### src/hw/rtl/elevator_fifo_controller_macros.svh
// Assertion macros shared by the elevator controller RTL.
`ifndef ELEVATOR_FIFO_CONTROLLER_MACROS_SVH
`define ELEVATOR_FIFO_CONTROLLER_MACROS_SVH

// Same-cycle implication, disabled during reset.
`define EFC_ASSERT_IMPLY(name, clk, rst, ante, cons, msg) \
   name: assert property (@(posedge clk) disable iff (rst) (ante) |-> (cons)) \
      else $error(msg);

// Next-cycle implication, disabled during reset.
`define EFC_ASSERT_NEXT(name, clk, rst, ante, cons, msg) \
   name: assert property (@(posedge clk) disable iff (rst) (ante) |=> (cons)) \
      else $error(msg);

`endif

### src/hw/rtl/efc_pkg.sv
// Types and constants shared by the elevator controller modules.
package efc_pkg;

   localparam int FLOOR_W  = 7;
   localparam int TIMER_W  = 16;
   localparam int PEND_W   = 8;
   localparam int CSR_IDX_W = 4;

   // Command queue between front and back
   localparam int CMDQ_DEPTH = 2;
   localparam int CMDQ_PTR_W = (CMDQ_DEPTH > 1) ? $clog2(CMDQ_DEPTH) : 1;
   localparam int CMDQ_CNT_W = $clog2(CMDQ_DEPTH + 1);

   // Register indexes
   localparam logic [CSR_IDX_W-1:0] CSR_MOVE_TICKS      = 4'd0;
   localparam logic [CSR_IDX_W-1:0] CSR_DOOR_OPEN_TICKS = 4'd1;
   localparam logic [CSR_IDX_W-1:0] CSR_OBST_HOLD_TICKS = 4'd2;
   localparam logic [CSR_IDX_W-1:0] CSR_DOOR_CLOSE_TICKS = 4'd3;
   localparam logic [CSR_IDX_W-1:0] CSR_FAULT_TICKS     = 4'd4;
   localparam logic [CSR_IDX_W-1:0] CSR_SAME_FLOOR_TICKS = 4'd5;
   localparam logic [CSR_IDX_W-1:0] CSR_LOWEST_FLOOR    = 4'd6;
   localparam logic [CSR_IDX_W-1:0] CSR_HIGHEST_FLOOR   = 4'd7;

   // Register reset values
   localparam logic [TIMER_W-1:0] RST_MOVE_TICKS       = 16'd3000;
   localparam logic [TIMER_W-1:0] RST_DOOR_OPEN_TICKS  = 16'd3000;
   localparam logic [TIMER_W-1:0] RST_OBST_HOLD_TICKS  = 16'd8900;
   localparam logic [TIMER_W-1:0] RST_DOOR_CLOSE_TICKS = 16'd2000;
   localparam logic [TIMER_W-1:0] RST_FAULT_TICKS      = 16'd2000;
   localparam logic [TIMER_W-1:0] RST_SAME_FLOOR_TICKS = 16'd2000;
   localparam logic [FLOOR_W-1:0] RST_LOWEST_FLOOR     = 7'd0;
   localparam logic [FLOOR_W-1:0] RST_HIGHEST_FLOOR    = 7'd99;

   typedef enum logic [2:0] {
      ST_IDLE  = 3'd0,
      ST_UP    = 3'd1,
      ST_DOWN  = 3'd2,
      ST_OPEN  = 3'd3,
      ST_OBST  = 3'd4,
      ST_CLOSE = 3'd5,
      ST_FAULT = 3'd6
   } car_state_type;

   typedef enum logic [2:0] {
      CMD_NONE  = 3'd0,
      CMD_UP    = 3'd1,
      CMD_DOWN  = 3'd2,
      CMD_OPEN  = 3'd3,
      CMD_OBST  = 3'd4,
      CMD_CLOSE = 3'd5
   } motor_cmd_type;

   typedef enum logic [1:0] {
      RS_NONE   = 2'd0,
      RS_ACCEPT = 2'd1,
      RS_RANGE  = 2'd2,
      RS_FULL   = 2'd3
   } req_status_type;

   typedef struct packed {
      logic               mode;
      logic [FLOOR_W-1:0] floor_request;
      logic               emergency_button;
      logic               obstacle_sensor;
   } req_word_type;

   typedef struct packed {
      logic [2:0]         car_state;
      logic [FLOOR_W-1:0] car_floor;
      logic [2:0]         motor_command;
      logic [1:0]         request_status;
      logic [PEND_W-1:0]  pending_count;
   } rsp_word_type;

   typedef struct packed {
      logic [TIMER_W-1:0] move_ticks;
      logic [TIMER_W-1:0] door_open_ticks;
      logic [TIMER_W-1:0] obstacle_hold_ticks;
      logic [TIMER_W-1:0] door_close_ticks;
      logic [TIMER_W-1:0] fault_ticks;
      logic [TIMER_W-1:0] same_floor_ticks;
      logic [FLOOR_W-1:0] lowest_floor;
      logic [FLOOR_W-1:0] highest_floor;
   } cfg_type;

   // Classified word handed from front to back
   typedef struct packed {
      logic               is_req;
      logic               in_range;
      logic [FLOOR_W-1:0] floor;
      logic               emergency;
      logic               obstacle;
   } cmd_word_type;

   // Queue status seen by the front
   typedef struct packed {
      logic full;
      logic valid;
   } cmdq_status_type;

endpackage

### src/hw/rtl/efc_csr.sv
// Configuration register file of the elevator controller.
module efc_csr import efc_pkg::*; (
   input  logic                 clock,
   input  logic                 reset,
   input  logic                 csr_valid,
   output logic                 csr_ready,
   input  logic [CSR_IDX_W-1:0] csr_index,
   input  logic [TIMER_W-1:0]   csr_wdata,
   output cfg_type              cfg
);

   cfg_type cfg_ff;
   cfg_type cfg_in;

   // Writes are always taken
   assign csr_ready = 1'b1;
   assign cfg       = cfg_ff;

   // Register decode
   always_comb begin
      cfg_in = cfg_ff;
      if (csr_valid) begin
         unique case (csr_index)
            CSR_MOVE_TICKS:       cfg_in.move_ticks          = csr_wdata;
            CSR_DOOR_OPEN_TICKS:  cfg_in.door_open_ticks     = csr_wdata;
            CSR_OBST_HOLD_TICKS:  cfg_in.obstacle_hold_ticks = csr_wdata;
            CSR_DOOR_CLOSE_TICKS: cfg_in.door_close_ticks    = csr_wdata;
            CSR_FAULT_TICKS:      cfg_in.fault_ticks         = csr_wdata;
            CSR_SAME_FLOOR_TICKS: cfg_in.same_floor_ticks    = csr_wdata;
            CSR_LOWEST_FLOOR:     cfg_in.lowest_floor  = csr_wdata[FLOOR_W-1:0];
            CSR_HIGHEST_FLOOR:    cfg_in.highest_floor = csr_wdata[FLOOR_W-1:0];
            default: ;
         endcase
      end
   end

   always_ff @(posedge clock) begin
      if (reset) begin
         cfg_ff.move_ticks          <= RST_MOVE_TICKS;
         cfg_ff.door_open_ticks     <= RST_DOOR_OPEN_TICKS;
         cfg_ff.obstacle_hold_ticks <= RST_OBST_HOLD_TICKS;
         cfg_ff.door_close_ticks    <= RST_DOOR_CLOSE_TICKS;
         cfg_ff.fault_ticks         <= RST_FAULT_TICKS;
         cfg_ff.same_floor_ticks    <= RST_SAME_FLOOR_TICKS;
         cfg_ff.lowest_floor        <= RST_LOWEST_FLOOR;
         cfg_ff.highest_floor       <= RST_HIGHEST_FLOOR;
      end else begin
         cfg_ff <= cfg_in;
      end
   end

endmodule

### src/hw/rtl/efc_front.sv
// Front end: accepts input words and classifies them for the back end.
module efc_front import efc_pkg::*; (
   input  logic            req_valid,
   output logic            req_stall,
   input  req_word_type    req_word,
   input  cfg_type         cfg,
   input  cmdq_status_type q_status,
   output logic            push,
   output cmd_word_type    push_word
);

   logic in_range;

   // Stall only when the command queue has no room
   assign req_stall = q_status.full;
   assign push      = req_valid && !q_status.full;

   // Range check against the configured floor window
   assign in_range = (req_word.floor_request >= cfg.lowest_floor) &&
                     (req_word.floor_request <= cfg.highest_floor);

   always_comb begin
      push_word.is_req    = req_word.mode;
      push_word.in_range  = in_range;
      push_word.floor     = req_word.floor_request;
      push_word.emergency = req_word.emergency_button;
      push_word.obstacle  = req_word.obstacle_sensor;
   end

endmodule

### src/hw/rtl/efc_cmdq.sv
// Short command queue decoupling the front end from the back end.
module efc_cmdq import efc_pkg::*; (
   input  logic            clock,
   input  logic            reset,
   input  logic            push,
   input  cmd_word_type    push_word,
   input  logic            pop,
   output cmdq_status_type q_status,
   output cmd_word_type    pop_word
);

   cmd_word_type            slot_ff [CMDQ_DEPTH];
   logic [CMDQ_PTR_W-1:0]   wr_ptr_ff, wr_ptr_in;
   logic [CMDQ_PTR_W-1:0]   rd_ptr_ff, rd_ptr_in;
   logic [CMDQ_CNT_W-1:0]   count_ff, count_in;

   assign q_status.full  = (count_ff == CMDQ_CNT_W'(CMDQ_DEPTH));
   assign q_status.valid = (count_ff != '0);
   assign pop_word       = slot_ff[rd_ptr_ff];

   // Pointer and count update
   always_comb begin
      wr_ptr_in = wr_ptr_ff;
      rd_ptr_in = rd_ptr_ff;
      count_in  = count_ff;
      if (push) begin
         wr_ptr_in = (wr_ptr_ff == CMDQ_PTR_W'(CMDQ_DEPTH - 1)) ? '0 : wr_ptr_ff + 1'b1;
      end
      if (pop) begin
         rd_ptr_in = (rd_ptr_ff == CMDQ_PTR_W'(CMDQ_DEPTH - 1)) ? '0 : rd_ptr_ff + 1'b1;
      end
      if (push && !pop) begin
         count_in = count_ff + 1'b1;
      end else if (pop && !push) begin
         count_in = count_ff - 1'b1;
      end
   end

   always_ff @(posedge clock) begin
      if (reset) begin
         wr_ptr_ff <= '0;
         rd_ptr_ff <= '0;
         count_ff  <= '0;
      end else begin
         wr_ptr_ff <= wr_ptr_in;
         rd_ptr_ff <= rd_ptr_in;
         count_ff  <= count_in;
      end
   end

   // Slot storage
   always_ff @(posedge clock) begin
      if (push) begin
         slot_ff[wr_ptr_ff] <= push_word;
      end
   end

endmodule

### src/hw/rtl/efc_back.sv
// Back end: request ring, car state machine and result register.
module efc_back import efc_pkg::*; #(
   parameter int QUEUE_DEPTH = 128
) (
   input  logic            clock,
   input  logic            reset,
   input  cfg_type         cfg,
   input  cmdq_status_type q_status,
   input  cmd_word_type    q_word,
   output logic            pop,
   output logic            rsp_valid,
   input  logic            rsp_stall,
   output rsp_word_type    rsp_word
);

   localparam int IDX_W = (QUEUE_DEPTH > 1) ? $clog2(QUEUE_DEPTH) : 1;
   localparam int CNT_W = $clog2(QUEUE_DEPTH + 1);

   // Request ring memory
   logic [FLOOR_W-1:0]  ring_mem [QUEUE_DEPTH];
   logic [FLOOR_W-1:0]  rd_data_ff;
   logic                byp_ff;
   logic [FLOOR_W-1:0]  byp_data_ff;
   logic [FLOOR_W-1:0]  head_val;
   logic                wr_en;

   car_state_type       state_ff, state_in;
   logic [FLOOR_W-1:0]  floor_ff, floor_in;
   logic [FLOOR_W-1:0]  target_ff, target_in;
   logic [TIMER_W-1:0]  dwell_ff, dwell_in;
   logic [IDX_W-1:0]    head_ff, head_in;
   logic [IDX_W-1:0]    tail_ff, tail_in;
   logic [CNT_W-1:0]    fill_ff, fill_in;

   logic                rsp_valid_ff, rsp_valid_in;
   rsp_word_type        rsp_word_ff, rsp_word_in;

   logic                fire;
   logic                expired;
   logic                going_up;
   logic [TIMER_W-1:0]  dwell_dec;
   motor_cmd_type       cmd;
   req_status_type      status;

   // Take a word when the result register is free or being drained
   assign fire      = q_status.valid && (!rsp_valid_ff || !rsp_stall);
   assign pop       = fire;
   assign rsp_valid = rsp_valid_ff;
   assign rsp_word  = rsp_word_ff;

   // Head of the ring, with bypass of a write to the address just read
   assign head_val  = byp_ff ? byp_data_ff : rd_data_ff;

   assign expired   = (dwell_ff <= TIMER_W'(1));
   assign dwell_dec = dwell_ff - TIMER_W'(1);
   assign going_up  = (state_ff == ST_UP);

   // Next state, ring update and result
   always_comb begin
      state_in  = state_ff;
      floor_in  = floor_ff;
      target_in = target_ff;
      dwell_in  = dwell_ff;
      head_in   = head_ff;
      tail_in   = tail_ff;
      fill_in   = fill_ff;
      wr_en     = 1'b0;
      cmd       = CMD_NONE;
      status    = RS_NONE;
      if (fire) begin
         if (q_word.is_req) begin
            // floor request: range check, then room check
            if (!q_word.in_range) begin
               status = RS_RANGE;
            end else if (fill_ff == CNT_W'(QUEUE_DEPTH)) begin
               status = RS_FULL;
            end else begin
               wr_en   = 1'b1;
               tail_in = (tail_ff == IDX_W'(QUEUE_DEPTH - 1)) ? '0 : tail_ff + 1'b1;
               fill_in = fill_ff + 1'b1;
               status  = RS_ACCEPT;
            end
         end else begin
            unique case (state_ff) inside
               ST_IDLE: begin
                  if (dwell_ff != '0) begin
                     dwell_in = dwell_dec;
                  end else if (fill_ff != '0) begin
                     target_in = head_val;
                     head_in   = (head_ff == IDX_W'(QUEUE_DEPTH - 1)) ? '0 : head_ff + 1'b1;
                     fill_in   = fill_ff - 1'b1;
                     if (head_val > floor_ff) begin
                        state_in = ST_UP;
                        dwell_in = cfg.move_ticks;
                        cmd      = CMD_UP;
                     end else if (head_val < floor_ff) begin
                        state_in = ST_DOWN;
                        dwell_in = cfg.move_ticks;
                        cmd      = CMD_DOWN;
                     end else begin
                        // same floor: hold in idle
                        dwell_in = cfg.same_floor_ticks;
                     end
                  end
               end
               ST_UP, ST_DOWN: begin
                  if (!expired) begin
                     dwell_in = dwell_dec;
                  end else begin
                     if (going_up && (floor_ff < target_ff)) begin
                        floor_in = floor_ff + FLOOR_W'(1);
                     end else if (!going_up && (floor_ff > target_ff)) begin
                        floor_in = floor_ff - FLOOR_W'(1);
                     end
                     if (q_word.emergency) begin
                        state_in = ST_FAULT;
                        dwell_in = cfg.fault_ticks;
                     end else if (floor_in == target_ff) begin
                        state_in = ST_OPEN;
                        dwell_in = cfg.door_open_ticks;
                        cmd      = CMD_OPEN;
                     end else begin
                        dwell_in = cfg.move_ticks;
                     end
                  end
               end
               ST_OPEN, ST_OBST: begin
                  if (!expired) begin
                     dwell_in = dwell_dec;
                  end else if ((state_ff == ST_OPEN) && q_word.obstacle) begin
                     state_in = ST_OBST;
                     dwell_in = cfg.obstacle_hold_ticks;
                     cmd      = CMD_OBST;
                  end else if (q_word.emergency) begin
                     // emergency on closing entry
                     state_in = ST_FAULT;
                     dwell_in = cfg.fault_ticks;
                  end else begin
                     state_in = ST_CLOSE;
                     dwell_in = cfg.door_close_ticks;
                     cmd      = CMD_CLOSE;
                  end
               end
               ST_CLOSE, ST_FAULT: begin
                  if (!expired) begin
                     dwell_in = dwell_dec;
                  end else begin
                     state_in = ST_IDLE;
                     dwell_in = '0;
                  end
               end
               default: begin
                  state_in = ST_IDLE;
                  dwell_in = '0;
               end
            endcase
         end
      end

      rsp_word_in.car_state      = state_in;
      rsp_word_in.car_floor      = floor_in;
      rsp_word_in.motor_command  = cmd;
      rsp_word_in.request_status = status;
      rsp_word_in.pending_count  = PEND_W'(fill_in);

      if (fire) begin
         rsp_valid_in = 1'b1;
      end else begin
         rsp_valid_in = rsp_valid_ff && rsp_stall;
      end
   end

   // State registers
   always_ff @(posedge clock) begin
      if (reset) begin
         state_ff     <= ST_IDLE;
         floor_ff     <= '0;
         target_ff    <= '0;
         dwell_ff     <= '0;
         head_ff      <= '0;
         tail_ff      <= '0;
         fill_ff      <= '0;
         byp_ff       <= 1'b0;
         rsp_valid_ff <= 1'b0;
      end else begin
         state_ff     <= state_in;
         floor_ff     <= floor_in;
         target_ff    <= target_in;
         dwell_ff     <= dwell_in;
         head_ff      <= head_in;
         tail_ff      <= tail_in;
         fill_ff      <= fill_in;
         byp_ff       <= wr_en && (tail_ff == head_in);
         rsp_valid_ff <= rsp_valid_in;
      end
   end

   // Result payload
   always_ff @(posedge clock) begin
      if (fire) begin
         rsp_word_ff <= rsp_word_in;
      end
   end

   // Ring write at tail, registered read of the next head
   always_ff @(posedge clock) begin
      if (wr_en) begin
         ring_mem[tail_ff] <= q_word.floor;
      end
      rd_data_ff  <= ring_mem[head_in];
      byp_data_ff <= q_word.floor;
   end

endmodule

### src/hw/rtl/elevator_fifo_controller.sv
// Elevator controller top level: floor request ring queue and car state machine.
//
// Input channel (req_*): one word per accepted item. mode 1 pushes floor_request
// into the request ring, mode 0 is a tick that advances the car state machine.
// Result channel (rsp_*): exactly one result word per input word, in order.
// Register port (csr_*): eight registers; the user must write them only while the block is idle, which is not enforced.
//
// Path: an accepted word goes through the command queue into the result register
// behind rsp_valid. Throughput: one word per cycle while rsp_stall is low, set by
// the state update in the back end; the ring head is kept prefetched from the ring memory.
// A two-word command queue sits between front and back end; when the receiver
// stalls, the result register holds, the queue fills and req_stall rises.
// Reset (synchronous) loads the register defaults, empties both queues and
// puts the car idle at floor zero. The ring memory itself is not cleared.
`include "elevator_fifo_controller_macros.svh"

module elevator_fifo_controller import efc_pkg::*; #(
   parameter int QUEUE_DEPTH = 128
) (
   input  logic                 clock,
   input  logic                 reset,
   input  logic                 req_valid,
   output logic                 req_stall,
   input  req_word_type         req_word,
   output logic                 rsp_valid,
   input  logic                 rsp_stall,
   output rsp_word_type         rsp_word,
   input  logic                 csr_valid,
   output logic                 csr_ready,
   input  logic [CSR_IDX_W-1:0] csr_index,
   input  logic [TIMER_W-1:0]   csr_wdata
);

   cfg_type         cfg;
   cmdq_status_type q_status;
   logic            push;
   logic            pop;
   cmd_word_type    push_word;
   cmd_word_type    q_word;

   efc_csr u_csr (
      .clock     (clock),
      .reset     (reset),
      .csr_valid (csr_valid),
      .csr_ready (csr_ready),
      .csr_index (csr_index),
      .csr_wdata (csr_wdata),
      .cfg       (cfg)
   );

   efc_front u_front (
      .req_valid (req_valid),
      .req_stall (req_stall),
      .req_word  (req_word),
      .cfg       (cfg),
      .q_status  (q_status),
      .push      (push),
      .push_word (push_word)
   );

   efc_cmdq u_cmdq (
      .clock     (clock),
      .reset     (reset),
      .push      (push),
      .push_word (push_word),
      .pop       (pop),
      .q_status  (q_status),
      .pop_word  (q_word)
   );

   efc_back #(
      .QUEUE_DEPTH (QUEUE_DEPTH)
   ) u_back (
      .clock     (clock),
      .reset     (reset),
      .cfg       (cfg),
      .q_status  (q_status),
      .q_word    (q_word),
      .pop       (pop),
      .rsp_valid (rsp_valid),
      .rsp_stall (rsp_stall),
      .rsp_word  (rsp_word)
   );

   // Checks
   `EFC_ASSERT_IMPLY(a_up_cmd_state, clock, reset,
      rsp_valid && (rsp_word.motor_command == CMD_UP), rsp_word.car_state == ST_UP,
      "up command without up state")
   `EFC_ASSERT_IMPLY(a_down_cmd_state, clock, reset,
      rsp_valid && (rsp_word.motor_command == CMD_DOWN), rsp_word.car_state == ST_DOWN,
      "down command without down state")
   `EFC_ASSERT_IMPLY(a_req_no_cmd, clock, reset,
      rsp_valid && (rsp_word.request_status != RS_NONE),
      rsp_word.motor_command == CMD_NONE,
      "request word carried a motor command")
   `EFC_ASSERT_NEXT(a_accept_queued, clock, reset,
      req_valid && !req_stall && !q_status.valid, q_status.valid,
      "accepted word did not reach the command queue")

endmodule

### config.mk
export PLATFORM = sky130hd
export DESIGN_NAME = elevator_fifo_controller
export DESIGN_NICKNAME = d
export VERILOG_FILES = /design/src/hw/rtl/efc_pkg.sv /design/src/hw/rtl/efc_csr.sv /design/src/hw/rtl/efc_front.sv /design/src/hw/rtl/efc_cmdq.sv /design/src/hw/rtl/efc_back.sv /design/src/hw/rtl/elevator_fifo_controller.sv
export VERILOG_INCLUDE_DIRS = /design/src /design/src/hw/rtl
export SDC_FILE = /design/constraint.sdc
export NUM_CORES = 2
export LEC_CHECK = 0
export ABC_AREA = 1
export BUFFER_PORTS_ARGS = -buffer_cell sky130_fd_sc_hd__buf_2
export CELL_PAD_IN_SITES_DETAIL_PLACEMENT = 1
export CELL_PAD_IN_SITES_GLOBAL_PLACEMENT = 1
export CORE_MARGIN = 5
export CORE_UTILIZATION = 29
export CTS_CLUSTER_DIAMETER = 40
export DETAILED_ROUTE_END_ITERATION = 10
export HOLD_SLACK_MARGIN = 0.06
export PLACE_DENSITY = 0.53
export SYNTH_ARGS = -nofsm -noshare
export SYNTH_HDL_FRONTEND = slang
export SYNTH_SLANG_ARGS = --single-unit
export TNS_END_PERCENT = 1
### constraint.sdc
create_clock -name clock -period 5.4 [get_ports clock]
set_clock_uncertainty 0.15 [all_clocks]
set_input_delay 0.54 -clock clock [delete_from_list [all_inputs] [get_ports clock]]
set_output_delay 0.54 -clock clock [all_outputs]
set_load 0.02 [all_outputs]
==> impl_metrics.env <==
export IMPL_synth_ff_type="edfxtp_1"
export IMPL_cp_start_kind="register"
export IMPL_clock_root_buffer="clkbuf_16"
export IMPL_routed_top_layer="met4"
export IMPL_synth_async_sr_flop_share_pct=0
export IMPL_fin_util_pct=35.1
export IMPL_ant_nets=0
export IMPL_pin_count=61
export IMPL_clk_pin_slew_ns=0.05
export IMPL_finalMaxSlewViolations=0
export IMPL_die_area_um2=176000
export IMPL_worstHoldPathType="in -> reg"
export IMPL_drt_iter0_drc=2364
export IMPL_timing_hold_ws_ns=0.171
export IMPL_cts_sinks=1127
export IMPL_yosysWarnings=0
export IMPL_ys_types=62
export IMPL_crit_path_cell_trace="inv_2, or2_1, o21ai_2, nand3_4, nor2_8, nand2_1, o21ai_4, buf_12, inv_1, o21ai_0, o22ai_1, nand2_1, nand2_1, nand2_1, nand3_1, nand3_1, nand2_1, nand2_1, nand2_1"
export IMPL_antenna_found_initial=2
export IMPL_p_comb_share_pct=37.7
export IMPL_fill_cells=18300
export IMPL_crit_arrival_ns=5.17
export IMPL_numCtsBuffers=203
export IMPL_routed_wl_um=162000
export IMPL_p_seq_share_pct=28.8
export IMPL_rsz0062_at_grt="no"
export IMPL_avgSynthCellArea_um2=10.5
export IMPL_setup_viol=0
export IMPL_vias_per_cell=4.97
export IMPL_rrSetupSlack_ns=0.79
export IMPL_drt_first_pass_iters=5
export IMPL_cts_max_path_buffers=3
export IMPL_hpwl_um=98700
export IMPL_fp_coreArea_um2=167000
export IMPL_synth_enable_flop_cells=941
export IMPL_die_y_um=420
export IMPL_clkPwrFrac_pct=33.5
export IMPL_ys_ff_latch=1127
export IMPL_syn_area_um2=48800
export IMPL_yosysTopAreaCellShare_pct=57.9
export IMPL_yosysTopAreaCell="edfxtp_1"
export IMPL_internal_power_mw=22.7
export IMPL_route_met2_wl_um=76300
export IMPL_cpPeakStageDelay_ns=0.61
export IMPL_regArea_um2=32000
export IMPL_n_antenna_cell=0
export IMPL_vias=35600
export IMPL_cp_max_fo=76
export IMPL_synth_area_leaders="edfxtp_1 (58%), dfxtp_1 (7.6%), nor2_1 (6.3%), o21ai_0 (5.7%), nand3_1 (5.0%)"
export IMPL_drv_cap=0
export IMPL_slowest_stage="dfxtp_1"
export IMPL_p_switching_mw=15.4
export IMPL_fmaxAchievable_ghz=0.217
export IMPL_p_sw_share_pct=40.4
export IMPL_hold_start="csr_valid"
export IMPL_grt_pass1_vias=36900
export IMPL_whs_endpoint="u_csr.cfg[7]$_SDFFE_PP0P_"
export IMPL_grt_usage_pct=18.2
export IMPL_worstPathBufferInverterCount=3
export IMPL_multiInputGateArea_um2=14400
export IMPL_crit_family="simple AND/OR/NAND/NOR gates"
export IMPL_setup_tns_ns=0
export IMPL_io_buffers=59
export IMPL_route_met3_wl_um=6350
export IMPL_drive_gt1_share_pct=11.2
export IMPL_hold_depth=5
export IMPL_syn_instance_count=4665
export IMPL_finalHoldViolCount=0
export IMPL_rows=150
export IMPL_p_per_area_nw_per_um2=647
export IMPL_areaGrowthSynthToFinish_pct=20.4
export IMPL_worstSetupPathType="reg -> reg"
export IMPL_m1WireLength_um=76300
export IMPL_grt_pass1_wl_um=243000
export IMPL_wl_per_cell_um=22.6
export IMPL_tightest_slew_ns=1.40
export IMPL_place_gp_congestion=0.804
export IMPL_synth_seq_area_share_pct=65.6
export IMPL_period_share_pct=85.4
export IMPL_drc_errors=0
export IMPL_min_period_ns=4.61
export IMPL_nNetsFinal=4858
export IMPL_required_ns=5.96
export IMPL_grt_start_max_net_pins=130
export IMPL_r2r_end="u_back.rd_data_ff[0]$_DFF_P_"
export IMPL_vdd_drop_max_mv=0.852
export IMPL_p_leak_nw=21.2
export IMPL_crit_top_cell="nand2_1"
export IMPL_clk_latency_ns=0.82
export IMPL_reg2reg_depth=19
export IMPL_syn_nets=4738
export IMPL_endpoint_kind="register"
export IMPL_grt_overflow_total=0
export IMPL_cts_max_level=4
export IMPL_start_util_pct=29.2
export IMPL_status="finished clean"
export IMPL_slew_headroom_pct=6.35
export IMPL_cts_tree="yes"
export IMPL_die_w_um=420
## flip-flops by register name, summed over array words and instances (netlist names), 8 cells and up, named ones only
name / count
u_csr.cfg: 110
u_back.fill_ff: 8
u_back.ring_mem: 896
u_cmdq.slot_ff: 22
u_back.dwell_ff: 16
u_back.rsp_word: 23
## power groups by stage
stage	Clock [mW]	Combinational [mW]	Sequential, mW
floorplan	0	9.04	11.2
global route	13.5	15.8	11.0
detailed placement	0	14.4	11.1
finish	12.7	14.3	10.9
global placement	0	14.4	11.1
CTS	13.0	14.5	10.9
## worst reg2reg max path: stages (launching register included)
cell,delay [ns]
dfxtp_1,0.61
inv_2,0.21
or2_1,0.26
o21ai_2,0.24
nand3_4,0.19
nor2_8,0.18
nand2_1,0.11
o21ai_4,0.43
buf_12,0.41
inv_1,0.49
o21ai_0,0.19
o22ai_1,0.10
nand2_1,0.08
nand2_1,0.07
nand2_1,0.06
nand3_1,0.15
nand3_1,0.34
nand2_1,0.11
nand2_1,0.07
nand2_1,0.05
## through the flow
step                cell area [um^2]  power [mW]  worst slack (ns)  std cells
CTS                            58700        38.5             0.731       7163
global placement               51600        25.5             0.808       6755
detailed placement             51600        25.6             0.780       6755
finish                         58700        38.0             0.786       7163
floorplan                      48800        20.3              2.25       4665
global route                   58700        40.2             0.405       7163
## placed cells by master (no fill, tap or decap), drive strengths merged, types with 2 or more instances in the layout
| master | instances |
|---|---|
| or2 | 8 |
| o21bai | 84 |
| nor3 | 23 |
| o221ai | 2 |
| ha | 38 |
| inv | 328 |
| clkinvlp | 21 |
| xor2 | 21 |
| o32ai | 2 |
| dlygate4sd3 | 29 |
| nand2 | 487 |
| clkbuf | 235 |
| o22ai | 20 |
| nor2 | 829 |
| clkinv | 85 |
| dfxtp | 186 |
| a2111oi | 3 |
| a31o | 2 |
| and2 | 2 |
| nand3b | 4 |
| a21oi | 138 |
| xnor2 | 5 |
| edfxtp | 941 |
| o211ai | 43 |
| buf | 156 |
| a221oi | 3 |
| bufinv | 21 |
| o21ai | 686 |
| nand4 | 26 |
| nand3 | 491 |
| mux2 | 6 |
| a21boi | 2 |
| a22oi | 4 |
| a31oi | 8 |
| a211oi | 13 |
## cell families (layout without fill, tap and decap cells)
logic type / count (synthesis) / in the layout / share of synthesized area (%)
AOI/OAI and AO/OA: 1015 / 1015 / 11.4
xor gates and xnor gates: 26 / 26 / 0.482
adders and majority gates: 38 / 38 / 0.975
buffers and inverters: 581 / 875 / 5.10
DFF: 1127 / 1127 / 65.6
muxes: 7 / 7 / 0.159
other: 1 / 1 / 0.00769
and+or+nand+nor: 1870 / 1870 / 16.3
## synth_stat cells (8+ instances only)
cell,count
nand4_1,25
nor3_1,22
o21ai_1,124
a211oi_1,13
buf_4,28
nor2_1,814
buf_2,100
nand3_1,489
a21oi_1,138
o21ai_0,560
edfxtp_1,941
ha_1,38
a31oi_1,8
o22ai_1,20
dfxtp_1,186
nand2_1,478
clkbuf_1,115
xor2_1,20
o21bai_1,84
buf_6,8
inv_1,294
buf_1,14
inv_2,11
o211ai_1,42
## area by class of cell
| type | instances | area share [%] |
|---|---|---|
| sequential | 1127 | 54.5 |
| clock inverter | 144 | 2.62 |
| clock buffer | 235 | 9.08 |
| multi-input combinational | 2957 | 24.5 |
| tap | 2204 | 4.70 |
| timing repair buffer | 185 | 2.62 |
| inverter | 311 | 2.01 |
## repair_timing
item,CTS,global route
hold endpoints to repair,131,0
gates resized for setup,0,0
hold buffers,29,0
buffers inserted,0,0
## per-layer routing
metal  global-route usage, %  up-vias
met4                    4.70        0
met1                    25.4    18000
met3                    2.63      214
met5                       0        -
met2                    29.7      726
li1                        -    16600
## worst max path at each step
stage	from	end	cells after the start	slack, ns
2_1_floorplan	rsp_stall	u_back.rd_data_ff[5]$_DFF_P_	18	2.25
3_3_place_gp	u_back.fill_ff[1]$_SDFF_PP0_	u_back.rd_data_ff[0]$_DFF_P_	20	0.81
3_5_place_dp	register	u_back.rd_data_ff[0]$_DFF_P_	19	0.78
4_1_cts	register	u_back.rd_data_ff[0]$_DFF_P_	19	0.73
5_1_grt	register	u_back.rd_data_ff[4]$_DFF_P_	19	0.40
6_report	register	u_back.rd_data_ff[0]$_DFF_P_	19	0.79
No activity file was read; power rests on OpenSTA's default activity.
